### config.mk
export PLATFORM = sky130hd
export DESIGN_NAME = bitmap_run_allocator
export DESIGN_NICKNAME = d
export VERILOG_FILES = /design/src/hw/rtl/bra_pkg.sv /design/src/hw/rtl/bra_map_mem.sv /design/src/hw/rtl/bra_run_scan.sv /design/src/hw/rtl/bitmap_run_allocator.sv
export SDC_FILE = /design/constraint.sdc
export NUM_CORES = 2
export LEC_CHECK = 0
export BUFFER_PORTS_ARGS = -buffer_cell sky130_fd_sc_hd__buf_2
export CAP_MARGIN = 40
export CORE_ASPECT_RATIO = 0.6
export CORE_MARGIN = 2
export CORE_UTILIZATION = 40
export DETAILED_ROUTE_END_ITERATION = 16
export MAX_ROUTING_LAYER = met4
export PLACE_DENSITY = 0.61
export SLEW_MARGIN = 30
export SYNTH_ARGS = -nofsm -noshare
export SYNTH_HDL_FRONTEND = slang
export SYNTH_SLANG_ARGS = --single-unit
### constraint.sdc
create_clock -name i_clk -period 13 [get_ports i_clk]
set_input_delay 1.3 -clock i_clk [delete_from_list [all_inputs] [get_ports i_clk]]
set_output_delay 1.3 -clock i_clk [all_outputs]
set_load 0.01 [all_outputs]
### src/hw/rtl/bra_pkg.sv
`timescale 1ns / 1ps
// ----------------------------------------------------------------------------
// bra_pkg
// Shared constants and types of the bit map run allocator.
// ----------------------------------------------------------------------------
package bra_pkg;

    localparam int MAP_BYTES = 128;
    localparam int MAP_AW    = $clog2(MAP_BYTES);
    localparam int CNT_W     = MAP_AW + 1;
    localparam int IDX_W     = 10;
    localparam int LEN_W     = 11;

    localparam logic [2:0] KIND_READ   = 3'd0;
    localparam logic [2:0] KIND_SEARCH = 3'd1;
    localparam logic [2:0] KIND_SET    = 3'd2;
    localparam logic [2:0] KIND_CLEAR  = 3'd3;
    localparam logic [2:0] KIND_WIPE   = 3'd4;

    typedef struct packed {
        logic [MAP_AW-1:0] rd_addr;
        logic              wr_en;
        logic [MAP_AW-1:0] wr_addr;
        logic [7:0]        wr_data;
        logic              clr_en;
        logic [CNT_W-1:0]  clr_count;
    } t_mem_cmd;

    typedef struct packed {
        logic [LEN_W-1:0] run;
        logic             hit;
        logic [IDX_W-1:0] start;
    } t_scan_res;

endpackage

### src/hw/rtl/bra_map_mem.sv
`timescale 1ns / 1ps
// ----------------------------------------------------------------------------
// bra_map_mem
// Occupancy byte memory with one valid flag per byte; invalid bytes read free.
// ----------------------------------------------------------------------------
module bra_map_mem (
    input  logic              i_clk,
    input  logic              i_rst_n,
    input  bra_pkg::t_mem_cmd i_cmd,
    output logic [7:0]        o_rd_byte
);

    logic [7:0]                    r_mem [bra_pkg::MAP_BYTES];
    logic [bra_pkg::MAP_BYTES-1:0] r_vld;
    logic [7:0]                    r_rd_data;
    logic                          r_rd_vld;

    always_ff @(posedge i_clk) begin
        if (i_cmd.wr_en) begin
            r_mem[i_cmd.wr_addr] <= i_cmd.wr_data;
        end
        r_rd_data <= r_mem[i_cmd.rd_addr];
    end

    always_ff @(posedge i_clk) begin
        if (!i_rst_n) begin
            r_vld    <= '0;
            r_rd_vld <= 1'b0;
        end else begin
            r_rd_vld <= r_vld[i_cmd.rd_addr];
            if (i_cmd.wr_en) begin
                r_vld[i_cmd.wr_addr] <= 1'b1;
            end
            if (i_cmd.clr_en) begin
                for (int i = 0; i < bra_pkg::MAP_BYTES; i++) begin
                    if (bra_pkg::CNT_W'(i) < i_cmd.clr_count) begin
                        r_vld[i] <= 1'b0;
                    end
                end
            end
        end
    end

    assign o_rd_byte = r_rd_vld ? r_rd_data : 8'h00;

endmodule

### src/hw/rtl/bra_run_scan.sv
`timescale 1ns / 1ps
// ----------------------------------------------------------------------------
// bra_run_scan
// Scan step: runs the free-run counter over one map byte.
// ----------------------------------------------------------------------------
module bra_run_scan (
    input  logic [bra_pkg::LEN_W-1:0]  i_run,
    input  logic [bra_pkg::LEN_W-1:0]  i_len,
    input  logic [7:0]                 i_byte,
    input  logic [bra_pkg::MAP_AW-1:0] i_byte_idx,
    output bra_pkg::t_scan_res         o_res
);

    always_comb begin
        o_res.run   = i_run;
        o_res.hit   = 1'b0;
        o_res.start = '0;
        for (int j = 0; j < 8; j++) begin
            if (!o_res.hit) begin
                if (i_byte[j]) begin
                    o_res.run = '0;
                end else begin
                    o_res.run = o_res.run + 1'b1;
                    if (o_res.run == i_len) begin
                        o_res.hit   = 1'b1;
                        o_res.start = {i_byte_idx, 3'(j)} + 10'd1 - i_len[9:0];
                    end
                end
            end
        end
    end

endmodule

### src/hw/rtl/bitmap_run_allocator.sv
`timescale 1ns / 1ps
// ----------------------------------------------------------------------------
// bitmap_run_allocator
// First-fit allocator over an occupancy bit map with bit access and run search.
// ----------------------------------------------------------------------------
// clear map, errors and rejected searches answer in the cycle after the start;
// read, set, clear pass S_BIT; search scans bytes in use, one map byte per cycle
// through the memory read port and the scan step; a hit ends it early
// busy is high while an item is in work; results strobe for one cycle
// reset: map reads free at once (per-byte valid flags), bytes_in_use is 128
// ----------------------------------------------------------------------------
module bitmap_run_allocator (
    input  logic        i_clk,
    input  logic        i_rst_n,
    input  logic        start,
    output logic        busy,
    input  logic [2:0]  i_kind,
    input  logic [9:0]  i_bit_index,
    input  logic [10:0] i_run_length,
    input  logic        i_cfg_we,
    input  logic [7:0]  i_cfg_wdata,
    output logic        o_valid,
    output logic        o_bit_value,
    output logic        o_found,
    output logic [9:0]  o_start_index,
    output logic        o_error
);

    typedef enum logic [1:0] {S_IDLE, S_BIT, S_SCAN} t_state;

    t_state                         r_state;
    logic [7:0]                     r_cfg;
    logic [2:0]                     r_kind;
    logic [bra_pkg::IDX_W-1:0]      r_idx;
    logic [bra_pkg::LEN_W-1:0]      r_len;
    logic [bra_pkg::LEN_W-1:0]      r_run;
    logic [bra_pkg::MAP_AW-1:0]     r_addr;
    logic [bra_pkg::MAP_AW-1:0]     r_eval_idx;

    logic [bra_pkg::CNT_W-1:0]      nbytes;
    logic [bra_pkg::LEN_W-1:0]      total;
    logic                           accept;
    logic [7:0]                     rd_byte;
    logic [7:0]                     mod_byte;
    bra_pkg::t_mem_cmd              mem_cmd;
    bra_pkg::t_scan_res             scan_res;

    assign nbytes = (r_cfg > 8'(bra_pkg::MAP_BYTES)) ? bra_pkg::CNT_W'(bra_pkg::MAP_BYTES)
                                                       : bra_pkg::CNT_W'(r_cfg);
    assign total  = {nbytes, 3'b000};
    assign busy   = (r_state != S_IDLE);
    assign accept = start && !busy;

    always_comb begin
        mod_byte = rd_byte;
        mod_byte[r_idx[2:0]] = (r_kind == bra_pkg::KIND_SET);
    end

    always_comb begin
        mem_cmd.rd_addr   = r_addr;
        mem_cmd.wr_en     = 1'b0;
        mem_cmd.wr_addr   = r_idx[9:3];
        mem_cmd.wr_data   = mod_byte;
        mem_cmd.clr_en    = 1'b0;
        mem_cmd.clr_count = nbytes;
        if (r_state == S_IDLE) begin
            mem_cmd.rd_addr = (i_kind == bra_pkg::KIND_SEARCH) ? '0 : i_bit_index[9:3];
            mem_cmd.clr_en  = accept && (i_kind == bra_pkg::KIND_WIPE);
        end
        if (r_state == S_BIT) begin
            mem_cmd.wr_en = (r_kind == bra_pkg::KIND_SET) || (r_kind == bra_pkg::KIND_CLEAR);
        end
    end

    bra_map_mem u_mem (
        .i_clk     (i_clk),
        .i_rst_n   (i_rst_n),
        .i_cmd     (mem_cmd),
        .o_rd_byte (rd_byte)
    );

    bra_run_scan u_scan (
        .i_run      (r_run),
        .i_len      (r_len),
        .i_byte     (rd_byte),
        .i_byte_idx (r_eval_idx),
        .o_res      (scan_res)
    );

    always_ff @(posedge i_clk) begin
        if (!i_rst_n) begin
            r_cfg <= 8'd128;
        end else if (i_cfg_we) begin
            r_cfg <= i_cfg_wdata;
        end
    end

    always_ff @(posedge i_clk) begin
        if (!i_rst_n) begin
            r_state       <= S_IDLE;
            o_valid       <= 1'b0;
            o_bit_value   <= 1'b0;
            o_found       <= 1'b0;
            o_start_index <= '0;
            o_error       <= 1'b0;
        end else begin
            o_valid       <= 1'b0;
            o_bit_value   <= 1'b0;
            o_found       <= 1'b0;
            o_start_index <= '0;
            o_error       <= 1'b0;
            unique case (r_state)
                S_IDLE: begin
                    r_kind     <= i_kind;
                    r_idx      <= i_bit_index;
                    r_len      <= i_run_length;
                    r_run      <= '0;
                    r_addr     <= bra_pkg::MAP_AW'(1);
                    r_eval_idx <= '0;
                    if (start) begin
                        priority if (i_kind == bra_pkg::KIND_READ || i_kind == bra_pkg::KIND_SET
                                     || i_kind == bra_pkg::KIND_CLEAR) begin
                            if ({1'b0, i_bit_index} >= total) begin
                                o_valid <= 1'b1;
                                o_error <= 1'b1;
                            end else begin
                                r_state <= S_BIT;
                            end
                        end else if (i_kind == bra_pkg::KIND_SEARCH) begin
                            if (i_run_length == '0) begin
                                o_valid <= 1'b1;
                                o_error <= 1'b1;
                            end else if (i_run_length > total) begin
                                o_valid <= 1'b1;
                            end else begin
                                r_state <= S_SCAN;
                            end
                        end else if (i_kind == bra_pkg::KIND_WIPE) begin
                            o_valid <= 1'b1;
                        end else begin
                            o_valid <= 1'b1;
                            o_error <= 1'b1;
                        end
                    end
                end
                S_BIT: begin
                    o_valid     <= 1'b1;
                    o_bit_value <= (r_kind == bra_pkg::KIND_READ) && rd_byte[r_idx[2:0]];
                    r_state     <= S_IDLE;
                end
                S_SCAN: begin
                    r_addr     <= r_addr + 1'b1;
                    r_eval_idx <= r_eval_idx + 1'b1;
                    r_run      <= scan_res.run;
                    if (scan_res.hit || ({1'b0, r_eval_idx} + 1'b1 == nbytes)) begin
                        o_valid       <= 1'b1;
                        o_found       <= scan_res.hit;
                        o_start_index <= scan_res.hit ? scan_res.start : '0;
                        r_state       <= S_IDLE;
                    end
                end
                default: begin
                    r_state <= S_IDLE;
                end
            endcase
        end
    end

    a_result_when_idle: assert property (@(posedge i_clk) disable iff (!i_rst_n)
        o_valid |-> !busy)
        else $error("result strobed while busy");

    a_wipe_one_cycle: assert property (@(posedge i_clk) disable iff (!i_rst_n)
        (start && !busy && i_kind == bra_pkg::KIND_WIPE) |=> (o_valid && !o_error))
        else $error("clear map item did not complete in one cycle");

    a_found_no_error: assert property (@(posedge i_clk) disable iff (!i_rst_n)
        (o_valid && o_found) |-> (!o_error && !o_bit_value))
        else $error("found search carries error or bit value");

endmodule

# == Yosys cells after proc, flatten, opt, wreduce, memory -nomap -nowiden ==
# Memory sizes are Yosys's and may differ from the RTL's. A register that Yosys moved wholly into a read port is not among the register bits.
# Index checks and enable logic that the tools add are counted.
# word_totals
ram_bits,1024
memories,1
word_cells,427
reg_bits,202
input_bits,36
# classes
n_eq_ne,23
muxes,201
n_bitwise,1
n_addsub,27
n_reduce_logical,23
magnitude_cmp,136
# mem_list
name,words,word_bits,read_ports,rd_ports_with_merged_regs,wr,line,rtl
u_mem.r_mem,128,8,1,1,1,bra_map_mem.sv:13,logic [7:0] r_mem [bra_pkg::MAP_BYTES];
# op_table
operator,count
7-bit by 8-bit < comparator with 1-bit output (first input constant),64
11-bit two-way mux,24
6-bit by 8-bit < comparator with 1-bit output (first input constant),32
128-bit two-way mux,2
22-bit two-way mux,7
1-bit two-way mux,147
5-bit by 8-bit < comparator with 1-bit output (first input constant),16
128-bit OR,1
11-bit by 1-bit adder with 11-bit output (second input constant),8
11-bit equality test,8
10-bit by 1-bit adder with 10-bit output (second input constant),8
10-bit subtractor,8
4-bit by 8-bit < comparator with 1-bit output (first input constant),8
3-bit by 8-bit < comparator with 1-bit output (first input constant),4
7-bit one-hot mux with 2 select lines,2
11-bit one-hot mux with 2 select lines,1
1-bit by 8-bit < comparator with 1-bit output (first input constant),2
2-bit by 8-bit < comparator with 1-bit output (first input constant),2
7-bit by 8-bit < comparator with 1-bit output (second input constant),2
8-bit two-way mux,2
7-bit by 1-bit adder with 7-bit output (second input constant),2
2-bit two-way mux,7
7-bit two-way mux,2
3-bit by 2-bit equality test with 1-bit output (second input constant),4
33 further kinds,48

# == Longest topological paths before layout ==
# logic_depth
ltp_word,40
mapped_depth,58
depth_no_buf,46

# == Cells and area by module ==
# Synthesis repeated with hierarchy kept, for this count alone.
# unflattened
cells_unflattened,4284
hier_area_um2,58613.7
# modules_own_cells
module,cells_per_inst,instances,area_each_um2,seq_area_each_um2
bra_map_mem,2551,1,45590.0,33492.1
bra_run_scan,1419,1,9420.3,0.0
bitmap_run_allocator,314,1,3603.5,1951.9

# == Least setup slack after synthesis ==
# OpenSTA, ideal clock, no wires.
# synth_path
path_type,reg-to-reg
startpoint,register r_run[0] (netlist name)
endpoint,register o_start_index[9]
required_ns,12.872
stages_incl_launch_ff,58
slack_ns,1.313
t_arrival_ns,11.559
period_less_slack_ns,11.687
path_cell_list,edfxtp_1 ha_1 buf_2 and4_1 a31o_2 a221o_1 or3_1 buf_4 nor2_4 buf_4 buf_4 buf_4 a22o_1 ha_1 nand3_1 nor3_1 nand4_1 or3_1 [22 not listed] clkbuf_1 o21ai_1 buf_2 nand2_1 o21ai_0 ha_1 nand3_1 nor3_1 o21a_1 a311o_1 a21boi_1 a31o_2 nor4bb_1 nor3_2 a211oi_4 buf_6 mux2i_1 nor2_1
# synth_via
elab_chain_cells,27
elab_cells_between_ends,48
classes_between,8 x add/sub; 8 x eq/ne; 30 x mux; 2 x reduce/logical
# synth_rtl
element,line,rtl
"start, declared",bitmap_run_allocator.sv:36,logic [bra_pkg::LEN_W-1:0] r_run;
"start signal, assigned",bitmap_run_allocator.sv:154,r_run <= scan_res.run;
11-bit by 1-bit adder with 11-bit output (*),bra_run_scan.sv:23,o_res.run = o_res.run + 1'b1;
11-bit two-way mux or 11-bit equality test (tied branches),"bra_run_scan.sv:20, bra_run_scan.sv:24",
11-bit by 1-bit adder with 11-bit output or 11-bit two-way mux (tied branches),"bra_run_scan.sv:23, bra_run_scan.sv:24",
11-bit two-way mux or 11-bit equality test (tied branches),"bra_run_scan.sv:20, bra_run_scan.sv:24",
22-bit two-way mux (*),bra_run_scan.sv:19,if (!o_res.hit) begin
11-bit by 1-bit adder with 11-bit output or 11-bit two-way mux (tied branches),"bra_run_scan.sv:23, bra_run_scan.sv:20",
"11-bit two-way mux, or another cell as far along",bra_run_scan.sv:20,if (i_byte[j]) begin
22-bit two-way mux (*),bra_run_scan.sv:19,
[11 not listed],--,
22-bit two-way mux (*),bra_run_scan.sv:19,
11-bit by 1-bit adder with 11-bit output,bra_run_scan.sv:23,
11-bit equality test,bra_run_scan.sv:24,if (o_res.run == i_len) begin
11-bit two-way mux,bra_run_scan.sv:24,
11-bit two-way mux,bra_run_scan.sv:20,
22-bit two-way mux (*),bra_run_scan.sv:19,
1-bit logical OR,bitmap_run_allocator.sv:155,"if (scan_res.hit || ({1'b0, r_eval_idx} + 1'b1 == nbytes)) begin"
4-bit AND reduction (no source line),--,
"end signal, assigned",bitmap_run_allocator.sv:158,o_start_index <= scan_res.hit ? scan_res.start : '0;
"end, declared",bitmap_run_allocator.sv:25,"output logic [9:0] o_start_index,"
# Every way passes the cells marked *; elsewhere a longest branch is shown, timed or not.
# A chain may end at the register's enable or synchronous reset.

# == Worst setup path in the final report ==
# Ends and elaborated chain as after synthesis.

==> impl_metrics.yaml <==
synthesis:
  synthFlopType: "edfxtp_1"
  synthTopCellsByArea: "edfxtp_1, mux4_2, dfxtp_1"
  syn_area_mm2: 0.05838
  syn_nets: 4301
  synth_edf_count: 1073
  yosys.area.top_type: "edfxtp_1"
  synth.distinct_cells: 110
  synthArstFlopShare: 0
  synth_area_per_cell_um2: 13.86
  ys_seq_area_frac: 0.6072
  synth_top_area_share: 0.5520
  ys.warnings.count: 0
  ys_seq_elements: 1234
  synthCells: 4212
critical_path:
  crit_family: "compound AO/OA/AOI/OAI gates"
  required_ns: 13.58
  rrSetupSlack_ns: 0.61
  ff2ff_path_depth: 47
  cp_max_fo: 13
  r2r_start: "r_run[0]"
  regToRegEndpoint: "o_start_index[9]"
  startpoint_type: "flip-flop"
  cp_slowest_stage_delay_ns: 0.61
  cp-end-kind: "flip-flop"
  worst-path-buf-inv: 5
  critical_path_class: "flip-flop to flip-flop"
  worst_ep_arrival_time_ns: 12.97
  cp_slowest_cell: "or4_4"
sta:
  setup_viol: 0
  hold_viol: 0
  fin_setup_tns_ns: 0
  skew_ns: 0.02622
  worst_slew_pin_slew_ns: 0.9663
  worst_slack_ns: 0.6108
  rsz0062_at_grt: "no"
  slew_viol_final: 0
  hold_ws_ns: 0.4713
  max_freq_mhz: 80.72
  max_slew_margin: 0.3535
  min_period_over_period: 0.9530
  finalCriticalPeriod_ns: 12.39
global_routing:
  grt_remaining_overflow: 0
  grt_pass1_wl_um: 271000
  antenna_found_initial: 14
  grt_pass1_vias: 37210
  grt_max_degree: 123
  grt_usage: 0.2560
route:
  route.detailed.drc: 0
  wirelength_um: 189000
  drt_iter0_drc: 5627
  vias: 40070
  routedWlPerCell_um: 29.36
  drtPass1Iterations: 8
  ant_nets: 0
  viasPerCell: 6.226
clock_tree:
  clockRootBuffer: "clkbuf_16"
  tritoncts: "yes"
  cts_num_sinks: 1234
  ctsLongestPathBuffers: 3
  path_clk_slew_ns: 0.07
  clk_latency_ns: 0.72
  hold_buffers: 0
  cts-htree-levels: 3
  numCtsBuffers: 107
layout:
  multi_input_area_mm2: 0.02198
  final_cells: 6436
  areaGrowthSynthToFinish_pct: 13.67
  final_common_cell: "edfxtp_1"
  layout_common_cells: "edfxtp_1, nor2_1, mux4_2, buf_4, a21oi_1"
  num-nets-final: 4499
  regArea_mm2: 0.03544
  drive_above_1_share: 0.2165
  fill_cells: 12650
die:
  die_y_um: 299.9
  core_region_area_mm2: 0.1447
  fp-row-count: 108
  dieArea_mm2: 0.1491
  die_x_um: 497.2
  start_util: 0.4034
  io_pins: 51
placed_design:
  gp_congestion: 1.031
  dp_hpwl_um: 132900
  portBuffers: 50
  dpl_worst_slack_ns: 0.6668
  placed_cells: 6188
worst_hold_path:
  hp-start: "u_mem.r_vld[33]"
  hp-class: "flip-flop to flip-flop"
  holdPathStages: 2
  hold_end: "u_mem.r_vld[33]"
outcome:
  status: "completed"
run:
  drv_cap: 0
pwr:
  p_leak_nw: 21.74
  power_per_cell_area_mw_per_mm2: 155.2
  max-vdd-ir-drop_v: 0.0001043
[flip-flops by register name, summed over array words and instances, names as in the netlist]
signal	count
o_start_index	10
r_state	2
r_kind	3
r_eval_idx	7
u_mem.r_vld	128
o_valid	1
r_cfg	8
r_addr	7
o_bit_value	1
u_mem.r_rd_vld	1
u_mem.r_mem	1024
r_run	11
r_len	11
u_mem.r_rd_data	8
o_found	1
r_idx	10
o_error	1
[cells in the mapped netlist (all sizes together), types with 25 or more instances]
| cell | count |
|---|---|
| mux2 | 48 |
| and3 | 33 |
| a21o | 26 |
| nor2b | 60 |
| and2 | 34 |
| nand3 | 85 |
| xnor2 | 113 |
| clkbuf | 179 |
| a211oi | 98 |
| o211ai | 54 |
| xor2 | 25 |
| mux4 | 290 |
| ha | 47 |
| buf | 74 |
| dfxtp | 161 |
| edfxtp | 1073 |
| nor3 | 96 |
| nand4 | 37 |
| a21oi | 225 |
| nor2 | 449 |
| mux2i | 99 |
| o22ai | 63 |
| nor4 | 35 |
| o21ai | 160 |
| nand2 | 208 |
| inv | 59 |
[routing by layer]
metal | global-route usage | routed length, um
met1 | 0.4047 | 89330
met2 | 0.3031 | 69900
met3 | 0.09238 | 25930
met4 | 0.05272 | 3801
met5 | - | 0
[cells by family after synthesis]
| kind of cell | after synthesis | synth area share |
|---|---|---|
| AO/OA/AOI/OAI | 880 | 0.1020 |
| XOR/XNOR | 146 | 0.02418 |
| adder cells (fa/ha/maj) | 53 | 0.01213 |
| buffers and inverters | 316 | 0.02182 |
| flip-flops | 1234 | 0.6072 |
| multiplexers | 437 | 0.1381 |
| AND/OR/NAND/NOR | 1146 | 0.09456 |
[report_power, final]
part           switching (W)  internal [W]
clock                0.00146       0.00172
sequential         0.0000444       0.00439
combinational        0.00170      0.000979
[per-stage QoR]
step | utilization | instance area [um^2] | total power [W]
2_1_floorplan | - | 58380 | 0.006217
3_3_place_gp | 0.4249 | 61500 | 0.007074
3_5_place_dp | 0.4318 | 62490 | 0.007090
4_1_cts | 0.4557 | 65950 | 0.01024
5_1_grt | 0.4585 | 66360 | 0.01066
6_report | 0.4585 | 66360 | 0.01030
[worst register-to-register path: cells and delay by family, from the launching register on]
| kind | cells | cell delay, ns |
|---|---|---|
| AOI/OAI and AO/OA | 17 | 4.50 |
| muxes | 1 | 0.18 |
| and+or+nand+nor | 17 | 3.81 |
| adders and majority gates | 5 | 1.77 |
| xor gates and xnor gates | 2 | 0.42 |
| DFF | 1 | 0.52 |
| buffers and inverters | 5 | 1.04 |
[how the worst max path moves through the flow]
stage          startpoint                to  cells after the start
5_1_grt          r_run[0]  o_start_index[5]                     45
2_1_floorplan    r_run[0]  o_start_index[9]                     57
3_5_place_dp     r_run[0]  o_start_index[9]                     47
6_report         r_run[0]  o_start_index[9]                     47
3_3_place_gp     r_run[0]  o_start_index[9]                     46
4_1_cts          r_run[0]  o_start_index[9]                     47
[timing repair]
action                     CTS  global route
setup endpoints to repair    0            14
gates resized for setup      0             7
buffers inserted             0             3
[cell type report]
type | instances | area share
antenna | 7 | 0.0002640
clock buffer | 157 | 0.04721
clock inverter | 46 | 0.004921
inverter | 63 | 0.003564
multi-input combinational | 2662 | 0.3312
sequential | 1234 | 0.5341
tap | 1925 | 0.03630
timing repair buffer | 342 | 0.04241
Note: power is estimated with default switching activity, not from simulation.
